File: src/rtl/polyline_step_resampler_macros.svh
// ----------------------------------------------------------------------------
// polyline_step_resampler_macros.svh
// Assertion macros used by the resampler RTL.
// ----------------------------------------------------------------------------
`ifndef POLYLINE_STEP_RESAMPLER_MACROS_SVH
`define POLYLINE_STEP_RESAMPLER_MACROS_SVH

// Same-cycle implication, checked out of reset.
`define PSR_ASSERT_NOW(lbl, ante, cons) \
  lbl: assert property (@(posedge clk) disable iff (rst) (ante) |-> (cons)) \
    else $error("psr: same-cycle check failed");

// Next-cycle implication, checked out of reset.
`define PSR_ASSERT_NEXT(lbl, ante, cons) \
  lbl: assert property (@(posedge clk) disable iff (rst) (ante) |=> (cons)) \
    else $error("psr: next-cycle check failed");

`endif

File: src/rtl/psr_pkg.sv
// ----------------------------------------------------------------------------
// psr_pkg
// Types, widths and codes of the polyline step resampler.
// ----------------------------------------------------------------------------
package psr_pkg;

  localparam int COORD_W  = 24;
  localparam int LAYER_W  = 8;
  localparam int BASE_W   = 10;
  localparam int LEN_W    = 16;
  localparam int MUL_W    = 24;
  localparam int PROD_W   = 2 * MUL_W;
  localparam int RAD_W    = 50;
  localparam int ROOT_W   = RAD_W / 2;
  localparam int DIV_N_W  = 42;
  localparam int DIV_D_W  = 26;
  localparam int DIV_Q_W  = 25;
  localparam int PCNT_W   = 11;

  localparam int MAX_VERTICES_DEF = 1024;
  localparam int MAX_POINTS_DEF   = 62;

  localparam logic [LEN_W-1:0] STEP_RESET    = 16'd256;
  localparam logic [LEN_W-1:0] MAX_LEN_RESET = 16'd7680;

  // result kinds
  localparam logic [1:0] KIND_POINT  = 2'd0;
  localparam logic [1:0] KIND_ACCEPT = 2'd1;
  localparam logic [1:0] KIND_REJECT = 2'd2;

  // stop reasons
  localparam logic [1:0] STOP_RUN    = 2'd0;
  localparam logic [1:0] STOP_LAYER  = 2'd1;
  localparam logic [1:0] STOP_BUDGET = 2'd2;
  localparam logic [1:0] STOP_VERTS  = 2'd3;

  // register word indexes
  localparam logic REG_STEP    = 1'b0;
  localparam logic REG_MAX_LEN = 1'b1;

  typedef struct packed {
    logic [1:0]                kind;
    logic signed [COORD_W-1:0] point_x;
    logic signed [COORD_W-1:0] point_y;
    logic [LAYER_W-1:0]        point_layer;
    logic [BASE_W-1:0]         base_index;
  } out_item_t;

  typedef struct packed {
    logic busy;
    logic done;
  } unit_status_t;

endpackage

File: src/rtl/psr_in_if.sv
// ----------------------------------------------------------------------------
// psr_in_if
// Vertex channel: valid/ready with the vertex fields.
// ----------------------------------------------------------------------------
interface psr_in_if;
  logic                               valid;
  logic                               ready;
  logic signed [psr_pkg::COORD_W-1:0] pos_x;
  logic signed [psr_pkg::COORD_W-1:0] pos_y;
  logic [psr_pkg::LAYER_W-1:0]        layer;
  logic                               last_vertex;

  modport source (output valid, pos_x, pos_y, layer, last_vertex, input ready);
  modport sink (input valid, pos_x, pos_y, layer, last_vertex, output ready);
endinterface

File: src/rtl/psr_out_if.sv
// ----------------------------------------------------------------------------
// psr_out_if
// Result channel: valid/ready with the point and status fields.
// ----------------------------------------------------------------------------
interface psr_out_if;
  logic                               valid;
  logic                               ready;
  logic [1:0]                         kind;
  logic signed [psr_pkg::COORD_W-1:0] point_x;
  logic signed [psr_pkg::COORD_W-1:0] point_y;
  logic [psr_pkg::LAYER_W-1:0]        point_layer;
  logic [psr_pkg::BASE_W-1:0]         base_index;
  logic                               last;

  modport source (output valid, kind, point_x, point_y, point_layer, base_index, last,
                  input ready);
  modport sink (input valid, kind, point_x, point_y, point_layer, base_index, last,
                output ready);
endinterface

File: src/rtl/polyline_step_resampler.sv
// ----------------------------------------------------------------------------
// polyline_step_resampler
// Resamples a vertex stream at a fixed spacing along the polyline.
// ----------------------------------------------------------------------------
// Usage:
//   in_ch carries one path vertex per transfer; last_vertex closes a path.
//   out_ch carries sample points (kind 0) and, after the last vertex, one
//   status (1 accepted, 2 rejected); last marks the final result of a vertex.
//   step_length and max_length sit at APB byte addresses 0 and 4; write them
//   only while the block is idle.
// Operation:
//   in_ch.ready is high only between vertices. A walked segment computes
//   the squares and the 25-step square root, then for each emitted point
//   two interpolation divides of 25 steps on the shared divider, then one
//   divide and one multiply to skip dropped points. Results leave through a
//   one-entry holding stage and an output register, so the first result of
//   a vertex appears one result later than it is computed.
// Reset and stall:
//   rst (synchronous) restores both registers and starts a new path. When
//   out_ch stalls, the sequencer waits at its next result and holds.
// ----------------------------------------------------------------------------
`include "polyline_step_resampler_macros.svh"

module polyline_step_resampler #(
  parameter int MAX_VERTICES        = psr_pkg::MAX_VERTICES_DEF,
  parameter int MAX_POINTS_PER_ITEM = psr_pkg::MAX_POINTS_DEF
) (
  input  logic        clk,
  input  logic        rst,
  input  logic        psel,
  input  logic        penable,
  input  logic        pwrite,
  input  logic [2:0]  paddr,
  input  logic [31:0] pwdata,
  output logic [31:0] prdata,
  output logic        pready,
  psr_in_if.sink      in_ch,
  psr_out_if.source   out_ch
);

  localparam int VC_W  = $clog2(MAX_VERTICES + 1);
  localparam int E_W   = $clog2(MAX_POINTS_PER_ITEM + 1);
  localparam int CW    = psr_pkg::COORD_W;
  localparam int LW    = psr_pkg::LEN_W;

  typedef enum logic [4:0] {
    S_IDLE, S_SQ_X, S_SQ_Y, S_SQ_SUM, S_SQRT, S_LOOP,
    S_PX_MUL, S_PX_START, S_PX_WAIT, S_PY_MUL, S_PY_START, S_PY_WAIT,
    S_CNT_START, S_CNT_WAIT, S_CNT_MUL, S_CNT_ADD, S_UPD,
    S_FINISH, S_STATUS, S_PUSH, S_FLUSH
  } state_t;

  state_t state;
  state_t ret_state;

  // configuration
  logic [LW-1:0] step_length;
  logic [LW-1:0] max_length;

  // path state
  logic signed [CW-1:0]          prev_x;
  logic signed [CW-1:0]          prev_y;
  logic [psr_pkg::LAYER_W-1:0]   reference_layer;
  logic [VC_W-1:0]               vertex_count;
  logic [LW+1:0]                 passed_length;
  logic [LW:0]                   remaining_length;
  logic [1:0]                    stop_reason;
  logic [psr_pkg::PCNT_W-1:0]    point_count;

  // current vertex
  logic signed [CW-1:0]          cur_x;
  logic signed [CW-1:0]          cur_y;
  logic [psr_pkg::LAYER_W-1:0]   cur_layer;
  logic                          cur_last;
  logic [LW:0]                   step_r;
  logic [psr_pkg::BASE_W-1:0]    base_r;
  logic                          first_seg;
  logic                          upd_prev;
  logic                          neg_x;
  logic                          neg_y;
  logic [psr_pkg::MUL_W-1:0]     mag_x;
  logic [psr_pkg::MUL_W-1:0]     mag_y;
  logic [psr_pkg::PROD_W-1:0]    sq_acc;
  logic [psr_pkg::ROOT_W-1:0]    len_r;
  logic [LW-1:0]                 tgt;
  logic [LW+1:0]                 p;
  logic [E_W-1:0]                e_cnt;
  logic [psr_pkg::DIV_Q_W-1:0]   qx;

  // result staging
  psr_pkg::out_item_t push_item;
  psr_pkg::out_item_t staged;
  logic               staged_valid;
  psr_pkg::out_item_t out_item;
  logic               out_valid;
  logic               out_last;
  logic               out_free;
  logic               out_load;

  // shared units
  logic [psr_pkg::MUL_W-1:0]   mul_a;
  logic [psr_pkg::MUL_W-1:0]   mul_b;
  logic [psr_pkg::PROD_W-1:0]  mul_prod;
  logic                        sqrt_start;
  logic [psr_pkg::RAD_W-1:0]   radicand;
  logic [psr_pkg::ROOT_W-1:0]  root;
  psr_pkg::unit_status_t       sqrt_st;
  logic                        div_start;
  logic [psr_pkg::DIV_N_W-1:0] div_num;
  logic [psr_pkg::DIV_D_W-1:0] div_den;
  logic [psr_pkg::DIV_Q_W-1:0] div_quot;
  psr_pkg::unit_status_t       div_st;

  // accept-time helpers
  logic [CW:0]         dx_w;
  logic [CW:0]         dy_w;
  logic [CW:0]         adx_w;
  logic [CW:0]         ady_w;
  logic [VC_W-1:0]     vc_m1;
  logic [LW:0]         cnt1;
  logic                walk_more;
  logic                emit_more;
  logic signed [CW-1:0] px;
  logic signed [CW-1:0] py;

  psr_mul u_mul (
    .clk  (clk),
    .a    (mul_a),
    .b    (mul_b),
    .prod (mul_prod)
  );

  psr_isqrt u_isqrt (
    .clk      (clk),
    .rst      (rst),
    .start    (sqrt_start),
    .radicand (radicand),
    .root     (root),
    .status   (sqrt_st)
  );

  psr_div u_div (
    .clk    (clk),
    .rst    (rst),
    .start  (div_start),
    .num    (div_num),
    .den    (div_den),
    .quot   (div_quot),
    .status (div_st)
  );

  // APB access
  assign pready = 1'b1;
  always_comb begin
    case (paddr[2])
      psr_pkg::REG_STEP:    prdata = {16'd0, step_length};
      psr_pkg::REG_MAX_LEN: prdata = {16'd0, max_length};
      default:              prdata = '0;
    endcase
  end

  // segment deltas and magnitudes of the incoming vertex
  always_comb begin
    dx_w  = {in_ch.pos_x[CW-1], in_ch.pos_x} - {prev_x[CW-1], prev_x};
    dy_w  = {in_ch.pos_y[CW-1], in_ch.pos_y} - {prev_y[CW-1], prev_y};
    adx_w = dx_w[CW] ? (CW+1)'(-dx_w) : dx_w;
    ady_w = dy_w[CW] ? (CW+1)'(-dy_w) : dy_w;
    vc_m1 = vertex_count - 1'b1;
  end

  // loop decisions and interpolated point
  always_comb begin
    walk_more = (p <= {2'b00, tgt});
    emit_more = walk_more && (len_r != '0) && !first_seg
                && (e_cnt < E_W'(MAX_POINTS_PER_ITEM));
    cnt1      = {1'b0, div_quot[LW-1:0]} + (LW+1)'(1);
    px        = neg_x ? prev_x - qx[CW-1:0] : prev_x + qx[CW-1:0];
    py        = neg_y ? prev_y - div_quot[CW-1:0] : prev_y + div_quot[CW-1:0];
    out_free  = !out_valid || out_ch.ready;
    out_load  = staged_valid && out_free && (state == S_PUSH || state == S_FLUSH);
  end

  // operand selection for the shared units
  always_comb begin
    mul_a      = '0;
    mul_b      = '0;
    sqrt_start = 1'b0;
    radicand   = {2'b00, sq_acc} + {2'b00, mul_prod};
    div_start  = 1'b0;
    div_num    = {mul_prod[psr_pkg::DIV_N_W-2:0], 1'b0}
                 + {{(psr_pkg::DIV_N_W - psr_pkg::ROOT_W){1'b0}}, len_r};
    div_den    = {len_r, 1'b0};
    case (state)
      S_SQ_X: begin
        mul_a = mag_x;
        mul_b = mag_x;
      end
      S_SQ_Y: begin
        mul_a = mag_y;
        mul_b = mag_y;
      end
      S_SQ_SUM: sqrt_start = 1'b1;
      S_PX_MUL: begin
        mul_a = mag_x;
        mul_b = {8'd0, p[LW-1:0]};
      end
      S_PY_MUL: begin
        mul_a = mag_y;
        mul_b = {8'd0, p[LW-1:0]};
      end
      S_PX_START, S_PY_START: div_start = 1'b1;
      S_CNT_START: begin
        div_start = 1'b1;
        div_num   = {{(psr_pkg::DIV_N_W - LW){1'b0}}, tgt - p[LW-1:0]};
        div_den   = {{(psr_pkg::DIV_D_W - LW - 1){1'b0}}, step_r};
      end
      S_CNT_MUL: begin
        mul_a = {7'd0, cnt1};
        mul_b = {7'd0, step_r};
      end
      default: ;
    endcase
  end

  // sequencer
  always_ff @(posedge clk) begin
    if (rst) begin
      state            <= S_IDLE;
      ret_state        <= S_IDLE;
      step_length      <= psr_pkg::STEP_RESET;
      max_length       <= psr_pkg::MAX_LEN_RESET;
      prev_x           <= '0;
      prev_y           <= '0;
      reference_layer  <= '0;
      vertex_count     <= '0;
      passed_length    <= '0;
      remaining_length <= '0;
      stop_reason      <= psr_pkg::STOP_RUN;
      point_count      <= '0;
      staged_valid     <= 1'b0;
      out_valid        <= 1'b0;
      e_cnt            <= '0;
    end else begin
      // configuration write
      if (psel && penable && pwrite) begin
        case (paddr[2])
          psr_pkg::REG_STEP:    step_length <= pwdata[LW-1:0];
          psr_pkg::REG_MAX_LEN: max_length  <= pwdata[LW-1:0];
          default: ;
        endcase
      end

      // drop the output once transferred, unless a new one loads
      if (out_valid && out_ch.ready && !out_load) out_valid <= 1'b0;

      case (state)
        S_IDLE: begin
          if (in_ch.valid) begin
            cur_x     <= in_ch.pos_x;
            cur_y     <= in_ch.pos_y;
            cur_layer <= in_ch.layer;
            cur_last  <= in_ch.last_vertex;
            step_r    <= (step_length == '0) ? (LW+1)'(1) : {1'b0, step_length};
            base_r    <= psr_pkg::BASE_W'(vc_m1);
            first_seg <= (vertex_count == VC_W'(1));
            neg_x     <= dx_w[CW];
            neg_y     <= dy_w[CW];
            mag_x     <= adx_w[CW-1:0];
            mag_y     <= ady_w[CW-1:0];
            p         <= passed_length;
            e_cnt     <= '0;
            if (vertex_count >= VC_W'(MAX_VERTICES)) begin
              upd_prev <= 1'b0;
              if (stop_reason == psr_pkg::STOP_RUN) stop_reason <= psr_pkg::STOP_VERTS;
              state    <= S_FINISH;
            end else begin
              upd_prev     <= 1'b1;
              vertex_count <= vertex_count + 1'b1;
              if (vertex_count == '0) begin
                passed_length    <= {2'b00, step_length};
                remaining_length <= {1'b0, max_length};
                state            <= S_FINISH;
              end else if (stop_reason != psr_pkg::STOP_RUN) begin
                state <= S_FINISH;
              end else if (vertex_count >= VC_W'(2) && in_ch.layer != reference_layer) begin
                stop_reason <= psr_pkg::STOP_LAYER;
                state       <= S_FINISH;
              end else begin
                if (vertex_count == VC_W'(1)) reference_layer <= in_ch.layer;
                state <= S_SQ_X;
              end
            end
          end
        end
        S_SQ_X: state <= S_SQ_Y;
        S_SQ_Y: begin
          sq_acc <= mul_prod;
          state  <= S_SQ_SUM;
        end
        S_SQ_SUM: state <= S_SQRT;
        S_SQRT: begin
          if (sqrt_st.done) begin
            len_r <= root;
            tgt   <= ({{(psr_pkg::ROOT_W - LW - 1){1'b0}}, remaining_length} < root)
                     ? remaining_length[LW-1:0] : root[LW-1:0];
            state <= S_LOOP;
          end
        end
        // emit points, then skip the rest of the walk on this segment
        S_LOOP: begin
          if (emit_more)      state <= S_PX_MUL;
          else if (walk_more) state <= S_CNT_START;
          else                state <= S_UPD;
        end
        S_PX_MUL:   state <= S_PX_START;
        S_PX_START: state <= S_PX_WAIT;
        S_PX_WAIT: begin
          if (div_st.done) begin
            qx    <= div_quot;
            state <= S_PY_MUL;
          end
        end
        S_PY_MUL:   state <= S_PY_START;
        S_PY_START: state <= S_PY_WAIT;
        S_PY_WAIT: begin
          if (div_st.done) begin
            push_item <= '{kind: psr_pkg::KIND_POINT, point_x: px, point_y: py,
                           point_layer: cur_layer, base_index: base_r};
            ret_state <= S_LOOP;
            p         <= p + {1'b0, step_r};
            e_cnt     <= e_cnt + 1'b1;
            if (point_count != '1) point_count <= point_count + 1'b1;
            state     <= S_PUSH;
          end
        end
        S_CNT_START: state <= S_CNT_WAIT;
        S_CNT_WAIT: if (div_st.done) state <= S_CNT_MUL;
        S_CNT_MUL:  state <= S_CNT_ADD;
        S_CNT_ADD: begin
          p     <= p + mul_prod[LW+1:0];
          state <= S_UPD;
        end
        // advance past the segment or stop on the budget
        S_UPD: begin
          if ({{(psr_pkg::ROOT_W - LW - 1){1'b0}}, remaining_length} > len_r) begin
            passed_length    <= p - (LW+2)'(len_r);
            remaining_length <= remaining_length - (LW+1)'(len_r);
          end else begin
            stop_reason <= psr_pkg::STOP_BUDGET;
          end
          state <= S_FINISH;
        end
        S_FINISH: begin
          if (upd_prev) begin
            prev_x <= cur_x;
            prev_y <= cur_y;
          end
          if (!cur_last) begin
            state <= S_FLUSH;
          end else if (stop_reason == psr_pkg::STOP_RUN && vertex_count >= VC_W'(3)) begin
            push_item <= '{kind: psr_pkg::KIND_POINT, point_x: cur_x, point_y: cur_y,
                           point_layer: cur_layer,
                           base_index: psr_pkg::BASE_W'(vc_m1)};
            ret_state <= S_STATUS;
            if (point_count != '1) point_count <= point_count + 1'b1;
            state     <= S_PUSH;
          end else begin
            state <= S_STATUS;
          end
        end
        // close the path and start a new one
        S_STATUS: begin
          push_item <= '{kind: (vertex_count < VC_W'(3) || point_count < 11'd2)
                               ? psr_pkg::KIND_REJECT : psr_pkg::KIND_ACCEPT,
                         point_x: '0, point_y: '0, point_layer: '0, base_index: '0};
          ret_state        <= S_FLUSH;
          prev_x           <= '0;
          prev_y           <= '0;
          reference_layer  <= '0;
          vertex_count     <= '0;
          passed_length    <= '0;
          remaining_length <= '0;
          stop_reason      <= psr_pkg::STOP_RUN;
          point_count      <= '0;
          state            <= S_PUSH;
        end
        // hold one result back so the final one can carry last
        S_PUSH: begin
          if (!staged_valid) begin
            staged       <= push_item;
            staged_valid <= 1'b1;
            state        <= ret_state;
          end else if (out_free) begin
            out_item  <= staged;
            out_last  <= 1'b0;
            out_valid <= 1'b1;
            staged    <= push_item;
            state     <= ret_state;
          end
        end
        S_FLUSH: begin
          if (!staged_valid) begin
            state <= S_IDLE;
          end else if (out_free) begin
            out_item     <= staged;
            out_last     <= 1'b1;
            out_valid    <= 1'b1;
            staged_valid <= 1'b0;
            state        <= S_IDLE;
          end
        end
        default: state <= S_IDLE;
      endcase
    end
  end

  // channel ports
  assign in_ch.ready        = (state == S_IDLE);
  assign out_ch.valid       = out_valid;
  assign out_ch.kind        = out_item.kind;
  assign out_ch.point_x     = out_item.point_x;
  assign out_ch.point_y     = out_item.point_y;
  assign out_ch.point_layer = out_item.point_layer;
  assign out_ch.base_index  = out_item.base_index;
  assign out_ch.last        = out_last;

  // checks
  `PSR_ASSERT_NOW(a_idle_clean, in_ch.ready,
                  !staged_valid && !sqrt_st.busy && !div_st.busy)
  `PSR_ASSERT_NOW(a_emit_bound, 1'b1, e_cnt <= E_W'(MAX_POINTS_PER_ITEM))
  `PSR_ASSERT_NOW(a_status_last, out_valid && out_item.kind != psr_pkg::KIND_POINT,
                  out_last)
  `PSR_ASSERT_NEXT(a_accept_busy, in_ch.valid && in_ch.ready, !in_ch.ready)

endmodule

File: src/rtl/psr_mul.sv
// ----------------------------------------------------------------------------
// psr_mul
// Shared unsigned 24x24 multiplier with a registered product.
// ----------------------------------------------------------------------------
module psr_mul (
  input  logic                        clk,
  input  logic [psr_pkg::MUL_W-1:0]   a,
  input  logic [psr_pkg::MUL_W-1:0]   b,
  output logic [psr_pkg::PROD_W-1:0]  prod
);

  // register the product every cycle
  always_ff @(posedge clk) begin
    prod <= a * b;
  end

endmodule

File: src/rtl/psr_isqrt.sv
// ----------------------------------------------------------------------------
// psr_isqrt
// Digit-by-digit integer square root, two radicand bits per cycle.
// ----------------------------------------------------------------------------
module psr_isqrt (
  input  logic                         clk,
  input  logic                         rst,
  input  logic                         start,
  input  logic [psr_pkg::RAD_W-1:0]    radicand,
  output logic [psr_pkg::ROOT_W-1:0]   root,
  output psr_pkg::unit_status_t        status
);

  localparam int REM_W = psr_pkg::ROOT_W + 2;
  localparam int CNT_W = $clog2(psr_pkg::ROOT_W + 1);

  logic [psr_pkg::RAD_W-1:0] rad;
  logic [REM_W-1:0]          rem;
  logic [CNT_W-1:0]          cnt;
  logic                      busy;
  logic                      done;
  logic [REM_W+1:0]          rem_sh;
  logic [REM_W+1:0]          trial;

  // bring down two bits, try root*4+1
  always_comb begin
    rem_sh = {rem, rad[psr_pkg::RAD_W-1 -: 2]};
    trial  = {2'b00, root, 2'b01};
  end

  always_ff @(posedge clk) begin
    if (rst) begin
      busy <= 1'b0;
      done <= 1'b0;
    end else begin
      done <= 1'b0;
      if (start) begin
        rad  <= radicand;
        rem  <= '0;
        root <= '0;
        cnt  <= CNT_W'(psr_pkg::ROOT_W);
        busy <= 1'b1;
      end else if (busy) begin
        if (rem_sh >= trial) begin
          rem  <= REM_W'(rem_sh - trial);
          root <= {root[psr_pkg::ROOT_W-2:0], 1'b1};
        end else begin
          rem  <= REM_W'(rem_sh);
          root <= {root[psr_pkg::ROOT_W-2:0], 1'b0};
        end
        rad <= {rad[psr_pkg::RAD_W-3:0], 2'b00};
        cnt <= cnt - 1'b1;
        if (cnt == CNT_W'(1)) begin
          busy <= 1'b0;
          done <= 1'b1;
        end
      end
    end
  end

  assign status = '{busy: busy, done: done};

endmodule

File: src/rtl/psr_div.sv
// ----------------------------------------------------------------------------
// psr_div
// Restoring divider, one quotient bit per cycle. The dividend must stay
// below den * 2**DIV_Q_W so that the quotient fits.
// ----------------------------------------------------------------------------
module psr_div (
  input  logic                          clk,
  input  logic                          rst,
  input  logic                          start,
  input  logic [psr_pkg::DIV_N_W-1:0]   num,
  input  logic [psr_pkg::DIV_D_W-1:0]   den,
  output logic [psr_pkg::DIV_Q_W-1:0]   quot,
  output psr_pkg::unit_status_t         status
);

  localparam int Q_W   = psr_pkg::DIV_Q_W;
  localparam int D_W   = psr_pkg::DIV_D_W;
  localparam int N_W   = psr_pkg::DIV_N_W;
  localparam int CNT_W = $clog2(Q_W + 1);

  logic [D_W-1:0]   rem;
  logic [D_W-1:0]   den_r;
  logic [Q_W-1:0]   low;
  logic [CNT_W-1:0] cnt;
  logic             busy;
  logic             done;
  logic [D_W:0]     rem_sh;

  assign rem_sh = {rem, low[Q_W-1]};

  always_ff @(posedge clk) begin
    if (rst) begin
      busy <= 1'b0;
      done <= 1'b0;
    end else begin
      done <= 1'b0;
      if (start) begin
        rem   <= D_W'(num[N_W-1:Q_W]);
        low   <= num[Q_W-1:0];
        den_r <= den;
        quot  <= '0;
        cnt   <= CNT_W'(Q_W);
        busy  <= 1'b1;
      end else if (busy) begin
        // subtract when the shifted remainder covers the divisor
        if (rem_sh >= {1'b0, den_r}) begin
          rem  <= D_W'(rem_sh - {1'b0, den_r});
          quot <= {quot[Q_W-2:0], 1'b1};
        end else begin
          rem  <= D_W'(rem_sh);
          quot <= {quot[Q_W-2:0], 1'b0};
        end
        low <= {low[Q_W-2:0], 1'b0};
        cnt <= cnt - 1'b1;
        if (cnt == CNT_W'(1)) begin
          busy <= 1'b0;
          done <= 1'b1;
        end
      end
    end
  end

  assign status = '{busy: busy, done: done};

endmodule
File: src/flat_wrapper.sv
// flat-port wrapper written by rule: the top's interface ports become plain ports
module polyline_step_resampler_flat 
#(
  parameter int MAX_VERTICES        = psr_pkg::MAX_VERTICES_DEF,
  parameter int MAX_POINTS_PER_ITEM = psr_pkg::MAX_POINTS_DEF
)
  (clk, rst, psel, penable, pwrite, paddr, pwdata, prdata, pready, in_ch_valid, in_ch_pos_x, in_ch_pos_y, in_ch_layer, in_ch_last_vertex, in_ch_ready, out_ch_valid, out_ch_kind, out_ch_point_x, out_ch_point_y, out_ch_point_layer, out_ch_base_index, out_ch_last, out_ch_ready);
  psr_in_if in_ch_i ();
  psr_out_if out_ch_i ();
  input  logic clk;
  input  logic rst;
  input  logic psel;
  input  logic penable;
  input  logic pwrite;
  input  logic [2:0] paddr;
  input  logic [31:0] pwdata;
  output logic [31:0] prdata;
  output logic pready;
  input wire logic [$bits(in_ch_i.valid)-1:0] in_ch_valid;
  input wire logic [$bits(in_ch_i.pos_x)-1:0] in_ch_pos_x;
  input wire logic [$bits(in_ch_i.pos_y)-1:0] in_ch_pos_y;
  input wire logic [$bits(in_ch_i.layer)-1:0] in_ch_layer;
  input wire logic [$bits(in_ch_i.last_vertex)-1:0] in_ch_last_vertex;
  output wire logic [$bits(in_ch_i.ready)-1:0] in_ch_ready;
  output wire logic [$bits(out_ch_i.valid)-1:0] out_ch_valid;
  output wire logic [$bits(out_ch_i.kind)-1:0] out_ch_kind;
  output wire logic [$bits(out_ch_i.point_x)-1:0] out_ch_point_x;
  output wire logic [$bits(out_ch_i.point_y)-1:0] out_ch_point_y;
  output wire logic [$bits(out_ch_i.point_layer)-1:0] out_ch_point_layer;
  output wire logic [$bits(out_ch_i.base_index)-1:0] out_ch_base_index;
  output wire logic [$bits(out_ch_i.last)-1:0] out_ch_last;
  input wire logic [$bits(out_ch_i.ready)-1:0] out_ch_ready;
  assign in_ch_i.valid = in_ch_valid;
  assign in_ch_i.pos_x = in_ch_pos_x;
  assign in_ch_i.pos_y = in_ch_pos_y;
  assign in_ch_i.layer = in_ch_layer;
  assign in_ch_i.last_vertex = in_ch_last_vertex;
  assign in_ch_ready = in_ch_i.ready;
  assign out_ch_valid = out_ch_i.valid;
  assign out_ch_kind = out_ch_i.kind;
  assign out_ch_point_x = out_ch_i.point_x;
  assign out_ch_point_y = out_ch_i.point_y;
  assign out_ch_point_layer = out_ch_i.point_layer;
  assign out_ch_base_index = out_ch_i.base_index;
  assign out_ch_last = out_ch_i.last;
  assign out_ch_i.ready = out_ch_ready;
  polyline_step_resampler #(.MAX_VERTICES(MAX_VERTICES), .MAX_POINTS_PER_ITEM(MAX_POINTS_PER_ITEM)) u_core (.clk(clk), .rst(rst), .psel(psel), .penable(penable), .pwrite(pwrite), .paddr(paddr), .pwdata(pwdata), .prdata(prdata), .pready(pready), .in_ch(in_ch_i), .out_ch(out_ch_i));
endmodule
File: config.mk
export PLATFORM = sky130hd
export DESIGN_NAME = polyline_step_resampler_flat
export DESIGN_NICKNAME = d
export VERILOG_FILES = /design/src/rtl/psr_pkg.sv /design/src/rtl/psr_in_if.sv /design/src/rtl/psr_out_if.sv /design/src/rtl/polyline_step_resampler.sv /design/src/rtl/psr_mul.sv /design/src/rtl/psr_isqrt.sv /design/src/rtl/psr_div.sv /design/src/flat_wrapper.sv
export VERILOG_INCLUDE_DIRS = /design/src /design/src/rtl
export SDC_FILE = /design/constraint.sdc
export NUM_CORES = 2
export LEC_CHECK = 0
export ABC_AREA = 1
export BUFFER_PORTS_ARGS = -buffer_cell sky130_fd_sc_hd__buf_2
export CAP_MARGIN = 20
export CORE_MARGIN = 4
export CORE_UTILIZATION = 32
export CTS_BUF_LIST = sky130_fd_sc_hd__clkbuf_8
export DETAILED_ROUTE_END_ITERATION = 10
export GPL_ROUTABILITY_DRIVEN = 0
export PLACE_DENSITY = 0.56
export RECOVER_POWER = 50
export SYNTH_ARGS = -nofsm -noshare
export SYNTH_HDL_FRONTEND = slang
export SYNTH_SLANG_ARGS = --single-unit
File: constraint.sdc
create_clock -name clk -period 22.7 [get_ports clk]
set_input_delay 2.27 -clock clk [delete_from_list [all_inputs] [get_ports clk]]
set_output_delay 2.27 -clock clk [all_outputs]
set_load 0.05 [all_outputs]
==> key figures <==
Worst hold path
  • Worst hold stages: 0
  • Hold Crit Class: reg -> reg
  • Min-Delay Endpoint: u_core.out_ch.point_y[22]
  • Min-delay src: u_core.staged[40]

Routing
  • Vias: 60.8k
  • Routed len/inst: 18.5 microns
  • First drt pass iteration count: 6
  • Final ANT Viol Nets: 0
  • Drt drc: 0
  • Initial DRC count: 5320
  • DRT Wirelength: 225000 microns
  • Average via count per standard cell: 5.00

Clock network
  • TritonCTS clock tree: built
  • Clk pin slew, worst setup/hold paths: 0.06 ns
  • Clock sinks: 900
  • Hold-fix buffers at CTS: 0
  • CTS Buf Count: 155
  • CTS H-tree lvls: 4
  • Post-CTS Setup Inserts: 0
  • Clock Path Buffers: 3
  • CTS root buf: clkbuf_8
  • Worst-skew pair later-pin latency: 0.90 ns
  • Resize count post-CTS: 0

Yosys
  • Syn_area_per_cell: 8.21 sq um
  • Seq/Total Area, Yosys: 34.1%
  • Post-synth EDFFs: 684
  • Netlist cell types: 75
  • Yosys reg bits: 900
  • Syn Std Cell Area: 72900 sq um
  • Dominant register cell in the synthesized netlist: edfxtp_1
  • Synth warn: 0
  • Cells after synthesis: 8880
  • Async SR Flop Fraction: 0%

Finish
  • # nets final: 10.1k
  • Finished Layout Cells: 12.2k
  • Commonest non-fill, non-tap cell in the layout: nand2_1
  • Most frequent cells in the layout: nand2_1 (1925), inv_1 (1603), nor2_1 (894)
  • Layout cells sized above 1: 5.50%
  • Filler instances: 23.4k
  • P&R area growth vs syn: 9.59%

Pwr
  • Static leakage: 36.5 nW
  • Switching portion of total power: 45.5%
  • Max VDD drop: 0.0508 mV
  • Switch Pwr: 3.29 mW
  • Sequential Power Share: 29.9%
  • Power per cell area: 90.4 nW/um^2
  • Int Power: 3.94 mW
  • Clock network fraction of total power: 20.8%
  • Comb pwr share: 49.3%

Floorplanning
  • Die width: 485 microns
  • Die height: 485 microns
  • Core Area: 226000 sq um
  • Initial Util: 32.3%
  • IO Count: 203
  • Row count: 174
  • Die ar.: 235000 sq um

Setup path
  • CP Capture Type: flip-flop
  • Critical R2R Capture: u_core.u_mul.prod[45]
  • CP max-delay cell: nor2_1
  • CP Launch Type: flip-flop
  • Crit-path max cell delay: 1.74 ns
  • CP most frequent cell: inv_1
  • R2R setup slack: 11.66 ns
  • CP required: 23.45 ns
  • Crit-path max FO: 19
  • Critical path arrival: 11.78 ns
  • R2R depth: 34
  • R2r startpoint: u_core.state[4]
  • WS Path Type: reg -> reg

Timing
  • Fin crit share: 48.6%
  • Final Setup Violations: 0
  • Final min period: 11.04 ns
  • Max-slew violations: 739
  • Hold Worst Slack: 0.386 ns
  • Worst slew margin: -131%
  • Setup Skew: 0.0608 ns
  • TNS Setup: 0 ns
  • Actual slew at the worst max-slew pin: 3.46 ns
  • RSZ-0062 raised after global routing: false
  • Worst Slack Setup Final: 11.66 ns
  • Final hold vios: 0
  • Fmax: 90.6 MHz

Global route
  • Vias in the first global route: 60.6k
  • Initial antenna violation count: 7
  • Overall global routing resource usage: 18.7%
  • First-pass GRT wire length: 347000 microns
  • Overflow after GRT: 0
  • Pin count of the biggest net entering global routing: 75

Run status
  • Outcome: finished with violations
  • Failing checks: max-capacitance violations, max-slew violations

Placement
  • Pre-CTS setup slack: 13.01 ns
  • Final HPWL DP: 176000 microns
  • Placed cells: 11.9k
  • Port Buffers: 167

Flow run
  • Maxcap violations: 18
worst max path at each step:
stage                    start                    end  slack [ns]  cells after the start
4_1_cts        u_core.state[3]  u_core.u_mul.prod[45]       13.01                     34
5_1_grt        u_core.state[4]  u_core.u_mul.prod[45]       11.15                     34
2_1_floorplan              rst  u_core.u_isqrt.cnt[0]       11.83                      3
3_3_place_gp   u_core.state[4]  u_core.u_mul.prod[45]       13.10                     33
6_report       u_core.state[4]  u_core.u_mul.prod[45]       11.66                     34
3_5_place_dp   u_core.state[3]  u_core.u_mul.prod[45]       13.01                     34
registers in the layout, summed over array words and instances (netlist names), 25 cells and up:
name	count
u_core.push_item	68
u_core.staged	68
u_core.u_isqrt.rad	50
u_core.sq_acc	48
u_core.u_mul.prod	48
u_core.u_isqrt.rem	27
u_core.u_div.den_r	26
u_core.u_div.rem	26
u_core.len_r	25
u_core.u_div.low	25
u_core.u_isqrt.root	25
power by group through the flow:
stage / registers, mW / clock network [mW] / logic [mW]
CTS: 2.15 / 1.55 / 3.55
global route: 2.17 / 1.63 / 3.99
floorplan: 2.12 / 0 / 2.51
global placement: 2.18 / 0 / 3.49
detailed placement: 2.18 / 0 / 3.52
finish: 2.16 / 1.50 / 3.56
metrics by stage:
step                      cell area (sq um)  total power, mW  utilization [%]
after global placement                77000             5.67             34.1
after detailed placement              77000             5.70             34.1
after CTS                             80100             7.25             35.5
after global routing                  79900             7.78             35.4
after floorplan                       72900             4.63                -
final                                 79900             7.22             35.4
cells in the mapped netlist, drive strengths merged (14+ instances only):
master	number	share of area, %
a31oi	40	0.35
o21bai	30	0.31
nor2	913	4.8
inv	1581	8.1
or2	25	0.21
a21oi	587	4.0
o21ai	529	3.6
a21o	38	0.39
o22ai	35	0.47
ha	507	8.7
a211oi	14	0.14
dfxtp	216	5.9
o211ai	16	0.17
xor2	168	2.0
buf	121	0.96
nand4	73	0.64
o21a	23	0.24
clkbuf	117	0.60
nand3b	32	0.33
nand3	341	2.3
edfxtp	684	28
nor4	40	0.42
fa	493	14
nor3	90	0.71
nand2	1936	10
a22o	28	0.34
a21boi	14	0.15
xnor2	114	1.4
worst max-delay path, delay by kind of cell (launching register included):
family	cells	cell delay [ns]
flops	1	0.56
simple gates	8	2.58
xor+xnor	1	0.17
fa+ha+maj	8	3.75
compound gates	7	2.16
buf+inv	10	1.66
layer usage:
| layer | GRT usage (%) | part of all wire [%] | up-vias | routed length [microns] |
|---|---|---|---|---|
| li1 | - | - | 29000 | - |
| met1 | 25.2 | 43 | 29200 | 97800 |
| met2 | 30.2 | 45 | 2240 | 102000 |
| met3 | 3.08 | 7.4 | 461 | 16700 |
| met4 | 7.09 | 4.0 | 0 | 8960 |
| met5 | 0 | 0 | - | 0 |
cell families (layout without fill, tap and decap cells):
group / after synthesis / in the layout / synth area share [%]
simple gates: 3472 / 3472 / 19.7
buf+inv: 1828 / 2109 / 9.77
compound gates: 1396 / 1396 / 10.8
fa+ha+maj: 1000 / 1000 / 22.2
flops: 900 / 900 / 34.1
xor+xnor: 282 / 282 / 3.39
other cells: 2 / 18 / 0.0103
final cells by class:
cell class / instances / area, sq um / area share, %
Multi-Input combinational cell: 6167 / 41000 / 51.3
Sequential cell: 900 / 24900 / 31.1
Antenna cell: 1 / 2.50 / 0.00313
Clock buffer: 176 / 2420 / 3.03
Tap cell: 2992 / 3740 / 4.69
Inverter: 1590 / 5980 / 7.48
Timing Repair Buffer: 231 / 1200 / 1.51
Clock inverter: 112 / 709 / 0.888
Note: power is estimated with default switching activity, not from simulation.
